**src/design/bma_pkg.sv**
```systemverilog
package bma_pkg;

    localparam int BLOCK_COUNT_W   = 11;
    localparam int SIZE_W          = 32;
    localparam int OFF_W           = 22;
    localparam int USED_W          = 11;
    localparam int MAX_BLOCKS_DEF  = 1024;
    localparam int BLOCK_BYTES_DEF = 4096;

    localparam logic [BLOCK_COUNT_W-1:0] BLOCK_COUNT_RST = 11'd1024;

    typedef enum logic {
        FUNC_ALLOC = 1'b0,
        FUNC_FREE  = 1'b1
    } func_t;

    typedef enum logic [1:0] {
        MARK_FREE  = 2'd0,
        MARK_START = 2'd1,
        MARK_ALLOC = 2'd2
    } mark_t;

    typedef enum logic [1:0] {
        ERR_NONE    = 2'd0,
        ERR_NOMEM   = 2'd1,
        ERR_BADFREE = 2'd2
    } err_t;

    typedef struct packed {
        func_t              func;
        logic [SIZE_W-1:0]  size_bytes;
        logic [OFF_W-1:0]   offset_bytes;
    } req_t;

    typedef struct packed {
        logic               ok;
        err_t               error_code;
        logic [OFF_W-1:0]   result_offset;
        logic [USED_W-1:0]  blocks_in_use;
    } rsp_t;

endpackage

```
**src/design/bitmap_next_fit_block_allocator.sv**
```systemverilog
// Channel   Signals                      Direction  Handshake
// request   req (func/size/offset)       in         start & !busy
// result    rsp (ok/err/offset/used)     out        done, one cycle, no stall
// config    cfg_data (block_count)       in         cfg_we
//
// Allocate: one mark per cycle from the mark RAM read port, up to block_count
// marks scanned, then one mark written per block of the run.
// Free: one reciprocal multiply step, one check, then a walk that frees each
// block of the run and reads on to find its end, or stops at the heap end.
// After reset and after each block_count write a clearing pass over all MAX_BLOCKS
// marks runs with busy high. Results are never held off by the receiver.
module bitmap_next_fit_block_allocator
    import bma_pkg::*;
#(
    parameter int MAX_BLOCKS  = MAX_BLOCKS_DEF,
    parameter int BLOCK_BYTES = BLOCK_BYTES_DEF
)
(
    input  logic                      clk,
    input  logic                      rst_n,
    input  logic                      cfg_we,
    input  logic [BLOCK_COUNT_W-1:0]  cfg_data,
    input  logic                      start,
    input  req_t                      req,
    output logic                      busy,
    output logic                      done,
    output rsp_t                      rsp
);

    localparam int IW   = $clog2(MAX_BLOCKS);
    localparam int CW   = $clog2(MAX_BLOCKS + 1);
    localparam int CMPW = (CW > BLOCK_COUNT_W) ? CW : BLOCK_COUNT_W;

    logic [BLOCK_COUNT_W-1:0] block_count_reg;
    logic [CMPW-1:0]          count_wide;
    logic [CW-1:0]            count;

    logic                     mem_we;
    logic [IW-1:0]            mem_waddr;
    mark_t                    mem_wdata;
    logic [IW-1:0]            mem_raddr;
    mark_t                    mem_rdata;

    always_ff @(posedge clk or negedge rst_n)
    begin
        if (!rst_n)
        begin
            block_count_reg <= BLOCK_COUNT_RST;
        end
        else if (cfg_we)
        begin
            block_count_reg <= cfg_data;
        end
    end

    // zero acts as one, above the heap acts as the heap size
    assign count_wide = (block_count_reg == '0) ? CMPW'(1) :
                        (CMPW'(block_count_reg) > CMPW'(MAX_BLOCKS)) ? CMPW'(MAX_BLOCKS) :
                        CMPW'(block_count_reg);
    assign count      = count_wide[CW-1:0];

    bma_seq #(
        .MAX_BLOCKS  (MAX_BLOCKS),
        .BLOCK_BYTES (BLOCK_BYTES)
    ) u_seq (
        .clk       (clk),
        .rst_n     (rst_n),
        .cfg_we    (cfg_we),
        .count     (count),
        .start     (start),
        .req       (req),
        .busy      (busy),
        .done      (done),
        .rsp       (rsp),
        .mem_we    (mem_we),
        .mem_waddr (mem_waddr),
        .mem_wdata (mem_wdata),
        .mem_raddr (mem_raddr),
        .mem_rdata (mem_rdata)
    );

    bma_mark_ram #(
        .DEPTH (MAX_BLOCKS)
    ) u_ram (
        .clk   (clk),
        .we    (mem_we),
        .waddr (mem_waddr),
        .wdata (mem_wdata),
        .raddr (mem_raddr),
        .rdata (mem_rdata)
    );

    a_done_has_cause: assert property (@(posedge clk) disable iff (!rst_n)
        done |-> ($past(start) || $past(busy)))
        else $error("result without a request in progress");

    a_fail_clean: assert property (@(posedge clk) disable iff (!rst_n)
        (done && !rsp.ok) |-> (rsp.result_offset == '0 && rsp.error_code != ERR_NONE))
        else $error("failed result carries offset or no error code");

    a_ok_no_err: assert property (@(posedge clk) disable iff (!rst_n)
        (done && rsp.ok) |-> (rsp.error_code == ERR_NONE))
        else $error("successful result carries an error code");

    a_cfg_clears: assert property (@(posedge clk) disable iff (!rst_n)
        cfg_we |=> busy)
        else $error("no clearing pass after block_count write");

endmodule

```
**src/design/bma_mark_ram.sv**
```systemverilog
module bma_mark_ram
    import bma_pkg::*;
#(
    parameter int DEPTH = MAX_BLOCKS_DEF
)
(
    input  logic                     clk,
    input  logic                     we,
    input  logic [$clog2(DEPTH)-1:0] waddr,
    input  mark_t                    wdata,
    input  logic [$clog2(DEPTH)-1:0] raddr,
    output mark_t                    rdata
);

    mark_t mem [DEPTH];

    always_ff @(posedge clk)
    begin
        if (we)
        begin
            mem[waddr] <= wdata;
        end
        rdata <= mem[raddr];
    end

endmodule

```
**src/design/bma_seq.sv**
```systemverilog
module bma_seq
    import bma_pkg::*;
#(
    parameter int MAX_BLOCKS  = MAX_BLOCKS_DEF,
    parameter int BLOCK_BYTES = BLOCK_BYTES_DEF
)
(
    input  logic                             clk,
    input  logic                             rst_n,
    input  logic                             cfg_we,
    input  logic [$clog2(MAX_BLOCKS+1)-1:0]  count,
    input  logic                             start,
    input  req_t                             req,
    output logic                             busy,
    output logic                             done,
    output rsp_t                             rsp,
    output logic                             mem_we,
    output logic [$clog2(MAX_BLOCKS)-1:0]    mem_waddr,
    output mark_t                            mem_wdata,
    output logic [$clog2(MAX_BLOCKS)-1:0]    mem_raddr,
    input  mark_t                            mem_rdata
);

    localparam int IW  = $clog2(MAX_BLOCKS);
    localparam int CW  = $clog2(MAX_BLOCKS + 1);
    localparam int BBW = $clog2(BLOCK_BYTES + 1);
    localparam int RBW = CW + BBW;
    localparam int CPW = (RBW > SIZE_W) ? RBW : SIZE_W;
    localparam int QCW = (CW > OFF_W) ? CW : OFF_W;
    localparam int PW  = (IW + BBW > OFF_W) ? IW + BBW : OFF_W;
    localparam int UW  = (CW > USED_W) ? CW : USED_W;

    // reciprocal of the block size, exact floor for any offset of OFF_W bits
    localparam int              RSH   = OFF_W + $clog2(BLOCK_BYTES);
    localparam int              QPW   = 2 * OFF_W + 1;
    localparam longint unsigned RECIP = ((64'd1 << RSH) + 64'(BLOCK_BYTES) - 64'd1) /
                                        64'(BLOCK_BYTES);
    localparam logic [OFF_W:0]  RECIP_V = (OFF_W+1)'(RECIP);

    localparam logic [IW-1:0] LAST_BLK = IW'(MAX_BLOCKS - 1);

    typedef enum logic [2:0] {
        ST_CLEAR,
        ST_IDLE,
        ST_SCAN,
        ST_MARK,
        ST_DIV,
        ST_FCHK,
        ST_FWALK
    } state_t;

    state_t                state_reg,  state_next;
    logic [IW-1:0]         cur_reg,    cur_next;
    logic [CW-1:0]         n_reg,      n_next;
    logic [CW-1:0]         run_reg,    run_next;
    logic [RBW-1:0]        rbytes_reg, rbytes_next;
    logic [IW-1:0]         idx_reg,    idx_next;
    logic [SIZE_W-1:0]     size_reg,   size_next;
    logic [IW-1:0]         roving_reg, roving_next;
    logic [CW-1:0]         used_reg,   used_next;
    logic [CW-1:0]         left_reg,   left_next;
    logic                  first_reg,  first_next;
    logic [OFF_W-1:0]      q_reg,      q_next;
    logic [OFF_W-1:0]      osh_reg,    osh_next;
    logic                  done_reg,   done_next;
    rsp_t                  rsp_reg,    rsp_next;

    logic [CW-1:0]         cur_inc;
    logic [IW-1:0]         cur_wrap;
    logic [IW-1:0]         start_ptr;
    logic [CW-1:0]         run_base;
    logic [RBW-1:0]        bytes_base;
    logic [CW-1:0]         run_add;
    logic [RBW-1:0]        bytes_add;
    logic [IW-1:0]         idx_add;
    logic                  hit;
    logic [QPW-1:0]        qprod;
    logic [CW-1:0]         used_dec;
    logic [PW-1:0]         prod;

    function automatic rsp_t make_rsp(logic ok, err_t ec, logic [OFF_W-1:0] off,
                                      logic [CW-1:0] used);
        rsp_t          r;
        logic [UW-1:0] u;
        u                = UW'(used);
        r.ok             = ok;
        r.error_code     = ec;
        r.result_offset  = off;
        r.blocks_in_use  = u[USED_W-1:0];
        return r;
    endfunction

    assign cur_inc    = CW'(cur_reg) + CW'(1);
    assign cur_wrap   = (cur_inc == count) ? '0 : cur_inc[IW-1:0];
    assign start_ptr  = (CW'(roving_reg) < count) ? roving_reg : '0;
    // a run may not wrap past the heap end
    assign run_base   = (cur_reg == '0) ? '0 : run_reg;
    assign bytes_base = (cur_reg == '0) ? '0 : rbytes_reg;
    assign run_add    = run_base + CW'(1);
    assign bytes_add  = bytes_base + RBW'(BLOCK_BYTES);
    assign idx_add    = (run_base == '0) ? cur_reg : idx_reg;
    assign hit        = (mem_rdata == MARK_FREE) && (CPW'(bytes_add) >= CPW'(size_reg));

    assign qprod      = QPW'(osh_reg) * QPW'(RECIP_V);

    assign used_dec   = (used_reg != '0) ? used_reg - CW'(1) : used_reg;
    assign prod       = PW'(idx_reg) * PW'(BLOCK_BYTES);

    always_comb
    begin
        state_next  = state_reg;
        cur_next    = cur_reg;
        n_next      = n_reg;
        run_next    = run_reg;
        rbytes_next = rbytes_reg;
        idx_next    = idx_reg;
        size_next   = size_reg;
        roving_next = roving_reg;
        used_next   = used_reg;
        left_next   = left_reg;
        first_next  = first_reg;
        q_next      = q_reg;
        osh_next    = osh_reg;
        done_next   = 1'b0;
        rsp_next    = rsp_reg;
        mem_we      = 1'b0;
        mem_waddr   = cur_reg;
        mem_wdata   = MARK_FREE;

        unique case (state_reg)
            ST_CLEAR:
            begin
                mem_we   = 1'b1;
                cur_next = cur_reg + IW'(1);
                if (cur_reg == LAST_BLK)
                begin
                    state_next = ST_IDLE;
                end
            end
            ST_IDLE:
            begin
                if (start)
                begin
                    if (req.func == FUNC_FREE)
                    begin
                        osh_next   = req.offset_bytes;
                        state_next = ST_DIV;
                    end
                    else if (req.size_bytes == '0)
                    begin
                        done_next = 1'b1;
                        rsp_next  = make_rsp(1'b0, ERR_NOMEM, '0, used_reg);
                    end
                    else
                    begin
                        size_next   = req.size_bytes;
                        cur_next    = start_ptr;
                        idx_next    = start_ptr;
                        n_next      = '0;
                        run_next    = '0;
                        rbytes_next = '0;
                        state_next  = ST_SCAN;
                    end
                end
            end
            ST_SCAN:
            begin
                if (hit)
                begin
                    roving_next = cur_wrap;
                    idx_next    = idx_add;
                    left_next   = run_add;
                    cur_next    = idx_add;
                    first_next  = 1'b1;
                    state_next  = ST_MARK;
                end
                else if (n_reg + CW'(1) == count)
                begin
                    done_next  = 1'b1;
                    rsp_next   = make_rsp(1'b0, ERR_NOMEM, '0, used_reg);
                    state_next = ST_IDLE;
                end
                else
                begin
                    cur_next = cur_wrap;
                    n_next   = n_reg + CW'(1);
                    if (mem_rdata == MARK_FREE)
                    begin
                        run_next    = run_add;
                        rbytes_next = bytes_add;
                        idx_next    = idx_add;
                    end
                    else
                    begin
                        run_next    = '0;
                        rbytes_next = '0;
                    end
                end
            end
            ST_MARK:
            begin
                mem_we     = 1'b1;
                mem_wdata  = first_reg ? MARK_START : MARK_ALLOC;
                first_next = 1'b0;
                cur_next   = cur_reg + IW'(1);
                used_next  = used_reg + CW'(1);
                left_next  = left_reg - CW'(1);
                if (left_reg == CW'(1))
                begin
                    done_next  = 1'b1;
                    rsp_next   = make_rsp(1'b1, ERR_NONE, prod[OFF_W-1:0],
                                          used_reg + CW'(1));
                    state_next = ST_IDLE;
                end
            end
            ST_DIV:
            begin
                q_next     = OFF_W'(qprod >> RSH);
                state_next = ST_FCHK;
            end
            ST_FCHK:
            begin
                if (QCW'(q_reg) >= QCW'(count))
                begin
                    done_next  = 1'b1;
                    rsp_next   = make_rsp(1'b0, ERR_BADFREE, '0, used_reg);
                    state_next = ST_IDLE;
                end
                else
                begin
                    cur_next   = q_reg[IW-1:0];
                    first_next = 1'b1;
                    state_next = ST_FWALK;
                end
            end
            ST_FWALK:
            begin
                if (first_reg && (mem_rdata != MARK_START))
                begin
                    done_next  = 1'b1;
                    rsp_next   = make_rsp(1'b0, ERR_BADFREE, '0, used_reg);
                    state_next = ST_IDLE;
                end
                else if (!first_reg && (mem_rdata != MARK_ALLOC))
                begin
                    done_next  = 1'b1;
                    rsp_next   = make_rsp(1'b1, ERR_NONE, '0, used_reg);
                    state_next = ST_IDLE;
                end
                else
                begin
                    mem_we     = 1'b1;
                    used_next  = used_dec;
                    first_next = 1'b0;
                    if (cur_inc < count)
                    begin
                        cur_next = cur_inc[IW-1:0];
                    end
                    else
                    begin
                        done_next  = 1'b1;
                        rsp_next   = make_rsp(1'b1, ERR_NONE, '0, used_dec);
                        state_next = ST_IDLE;
                    end
                end
            end
            default:
            begin
                state_next = ST_CLEAR;
                cur_next   = '0;
            end
        endcase

        // heap reinit on a block_count write
        if (cfg_we)
        begin
            state_next  = ST_CLEAR;
            cur_next    = '0;
            roving_next = '0;
            used_next   = '0;
        end
    end

    assign mem_raddr = cur_next;

    always_ff @(posedge clk or negedge rst_n)
    begin
        if (!rst_n)
        begin
            state_reg  <= ST_CLEAR;
            cur_reg    <= '0;
            roving_reg <= '0;
            used_reg   <= '0;
            done_reg   <= 1'b0;
        end
        else
        begin
            state_reg  <= state_next;
            cur_reg    <= cur_next;
            roving_reg <= roving_next;
            used_reg   <= used_next;
            done_reg   <= done_next;
        end
    end

    always_ff @(posedge clk)
    begin
        n_reg      <= n_next;
        run_reg    <= run_next;
        rbytes_reg <= rbytes_next;
        idx_reg    <= idx_next;
        size_reg   <= size_next;
        left_reg   <= left_next;
        first_reg  <= first_next;
        q_reg      <= q_next;
        osh_reg    <= osh_next;
        rsp_reg    <= rsp_next;
    end

    assign busy = (state_reg != ST_IDLE);
    assign done = done_reg;
    assign rsp  = rsp_reg;

endmodule
```
**config.mk**
```make
export PLATFORM = sky130hd
export DESIGN_NAME = bitmap_next_fit_block_allocator
export DESIGN_NICKNAME = d
export VERILOG_FILES = /design/src/design/bma_pkg.sv /design/src/design/bitmap_next_fit_block_allocator.sv /design/src/design/bma_mark_ram.sv /design/src/design/bma_seq.sv
export SDC_FILE = /design/constraint.sdc
export NUM_CORES = 2
export LEC_CHECK = 0
export BUFFER_PORTS_ARGS = -buffer_cell sky130_fd_sc_hd__clkbuf_2
export CORE_MARGIN = 5
export CORE_UTILIZATION = 41
export CTS_CLUSTER_SIZE = 16
export DETAILED_ROUTE_END_ITERATION = 10
export PLACE_DENSITY = 0.67
export SETUP_SLACK_MARGIN = 0.3
export SYNTH_ARGS = -nofsm -noshare
export SYNTH_HDL_FRONTEND = slang
export SYNTH_HIERARCHICAL = 1
export SYNTH_SLANG_ARGS = --single-unit
```
**constraint.sdc**
```tcl
create_clock -name clk -period 81.7 [get_ports clk]
set_input_delay 16.34 -clock clk [delete_from_list [all_inputs] [get_ports clk]]
set_output_delay 16.34 -clock clk [all_outputs]
set_load 0.02 [all_outputs]
```
==> impl_metrics.toml <==
[min_path]
holdPathEnd = "u_seq/q_reg[1]$_DFFE_PP_"
hold_path.class = "reg -> reg"
hp-start = "u_seq/osh_reg[13]$_DFFE_PP_"
whs_path_depth = 0

[drt]
met3WireLength_mm = 27.35
dr_wl_met2_mm = 114.9
met1Wirelength_mm = 97.64
post-route-drc-count = 0
first_iter_violations = 7703
top_layer = "met5"
final_antenna_net_count = 0
avgViaCountPerCell = 6.007
vias = 54421
routedWlPerCell_um = 27.48
wl_mm = 249.0
first_pass_iters = 8

[placement]
dpl.hpwl_mm = 137.5
gp_congestion = 0.8575
port_buffers = 83
dpl-instance-area_sq_um = 98210
dp_slack_ps = 56570

[cells_and_area]
mostFrequentLayoutCell = "edfxtp_1"
layout.nets = 5972
largest_reg_flops = 2048
drive_above_1_share_pct = 17.62
design_area_sq_um = 105400
final_cell_mix = "2,192 x edfxtp_1, 1,140 x nor2_1, 449 x mux4_2, 224 x mux2i_1, 218 x clkbuf_16"
synthToLayoutAreaGrowth_pct = 11.14

[die]
chipWidth_um = 491.0
core_sq_um = 230100
io_pins = 108
num_rows = 176
start_util_pct = 41.22
die_h_um = 491.0
die-area_sq_um = 241000

[yosys]
synth_top_area_share_pct = 69.40
syn_area_sq_um = 94840
ys_seq_elements = 2240
synthTopCellsByArea = "edfxtp_1 69%, mux4_2 11%, nor2_1 4.5%, mux2i_1 2.4%, dfrtp_1 1.2%"
synth_area_per_cell_sq_um = 16.19
yosysUniqueCellTypes = 98
yosysSeqAreaShare_pct = 70.66
yosys_warnings = 6
synthArstFlopShare_pct = 2.054
synth-edff-count = 2192
synthCells = 5857
ys.flop_type = "edfxtp_1"
yosysTopAreaCell = "edfxtp_1"

[timing]
finalMaxSlewViolations = 0
period_share_pct = 29.73
fin_crit_ps = 24290
tns_ps = 0
fmax_ghz = 0.04117
slew_headroom_pct = 8.196
worstMarginPinSlew_ps = 1371
finalSetupViolCount = 0
rsz0062_at_grt = "no"
hold_viol = 0
skew_ps = 40.04
worst_slack_ps = 57410

[clocking]
clkLatencyLatePin_ps = 870
hold_buffers = 0
cts_made_buffers = 218
clock-sinks = 2240
cts_setup_buffers = 0
cts_resized = 0
cts_tree = "built"
clock_path_buffers = 3
clock-root-buffer = "clkbuf_16"
htree_levels = 4
clk_pin_slew_ps = 60

[global_route]
grt_pass1_wl_mm = 362.6
grt_max_degree = 267
grt_pass1_vias = 54006
gr-total-overflow = 0
grt_antenna_before_repair = 11
grt_usage_pct = 20.17

[worst_setup_path]
r2r_setup_slack_ps = 70110
cp.arrival_ps = 25010
path_common_cell = "buf_4"
crit_family = "buffers and inverters"
crit_buf_inv = 6
start_kind = "input port"
path_cells = "clkbuf_2, nor4_1, nand2_1, nor4_1, o22ai_1, o211ai_1, a221oi_1, a31oi_4, buf_4, buf_4, buf_4, buf_12, buf_12, mux2i_1, o221ai_1, o22ai_1, o21ai_0, o221ai_1, o21a_1, or3_1, nand4_1"
cp_max_fo = 99
endpoint_kind = "register"
cp_slowest_cell = "nor4_1"
reg2reg_to = "u_ram/rdata[0]$_DFF_P_"
r2r-start = "u_seq/mem_waddr[4]$_DFF_PN0_"
reg2reg_depth = 33
cpPeakStageDelay_ps = 900
required_ps = 82420
worstSetupPathType = "in -> reg"

[job]
drv_cap = 0

[power]
ir_drop_v = 0.00002408
p_total_mw = 2.606
leakage_nw = 31.81
powerDensity_nw_per_um2 = 24.72

[run_status]
status = "finished, final reports clean"
==> synthesized netlist by cell type, types with 17 or more instances <==
| library cell | number |
|---|---|
| a211oi_1 | 17 |
| nand3_1 | 73 |
| and3_1 | 27 |
| dfrtp_1 | 45 |
| ha_1 | 65 |
| mux2i_1 | 224 |
| nor2b_1 | 35 |
| mux4_2 | 449 |
| nand2_1 | 187 |
| and2_1 | 46 |
| o21ai_0 | 69 |
| xor2_1 | 23 |
| o22ai_1 | 57 |
| edfxtp_1 | 2192 |
| buf_2 | 34 |
| a21oi_1 | 129 |
| o221ai_1 | 82 |
| nand2b_1 | 19 |
| a31oi_1 | 17 |
| buf_6 | 35 |
| a221oi_1 | 20 |
| nor4_1 | 28 |
| clkbuf_1 | 268 |
| buf_4 | 41 |
| a22oi_1 | 53 |
| xnor2_1 | 32 |
| nor3_1 | 79 |
| nor2_1 | 1144 |
| nand4_1 | 23 |
| inv_1 | 62 |
| buf_1 | 55 |
==> worst max path at each step <==
stage                                              start                         to  slack, ps  cells after the start
after CTS                                        req[47]     u_ram/rdata[0]$_DFF_P_      57470                     21
after global placement                           req[47]     u_ram/rdata[0]$_DFF_P_      56620                     21
after global routing                             req[40]     u_ram/rdata[0]$_DFF_P_      57130                     21
after detailed placement                         req[47]     u_ram/rdata[0]$_DFF_P_      56570                     21
final                                            req[47]     u_ram/rdata[0]$_DFF_P_      57410                     21
after floorplan           u_seq/state_reg[2]$_DFFE_PN0P_  u_ram/mem[0][1]$_DFFE_PP_      51930                      7
==> metal layers <==
metal,up-vias,global-route usage (%)
li1,22731,-
met1,28113,28.36
met2,3052,31.52
met3,521,4.068
met4,4,7.020
met5,-,0
==> worst register-to-register path: cells and delay by family, from the launching register on <==
kind	cells	cell delay, ps
xor+xnor	1	230
flops	1	650
buf+inv	8	3800
simple gates	10	2660
mux	1	260
compound gates	11	3410
fa+ha+maj	2	440
==> metrics by stage <==
stage	hold slack, ps	cells	util, %
after floorplan	400.3	5868	-
after global placement	411.9	8642	42.68
after detailed placement	404.5	8642	42.68
after CTS	416.6	9053	45.79
after global routing	436.8	9055	45.80
final	417.4	9059	45.80
==> area by class of cell <==
class                   count  area [sq um]
diodes                      5         12.51
clock buffers             284          5753
clock inverters           127          1408
fillers                 19465        124700
inverters                  65         247.7
multi-input cells        3113         25750
flip-flops and latches   2240         67020
well taps                3026          3786
repair buffers            199          1431
==> where the power goes <==
group | switching (mW) | leakage (nW) | internal, mW | total, mW
clock | 0.436 | 3.48 | 0.564 | 1.00
combinational | 0.219 | 8.27 | 0.134 | 0.353
sequential | 0.00382 | 20.1 | 1.25 | 1.25
==> cell families (layout without fill, tap and decap cells) <==
group	Yosys count	after routing	share of synthesized area [%]
mux	697	697	13.34
flops	2240	2240	70.66
buf+inv	515	675	2.727
other cells	1	17	0.003954
compound gates	550	550	4.003
xor+xnor	58	58	0.5791
fa+ha+maj	65	65	0.8575
simple gates	1731	1731	7.830
(Power assumes the default switching activity.)
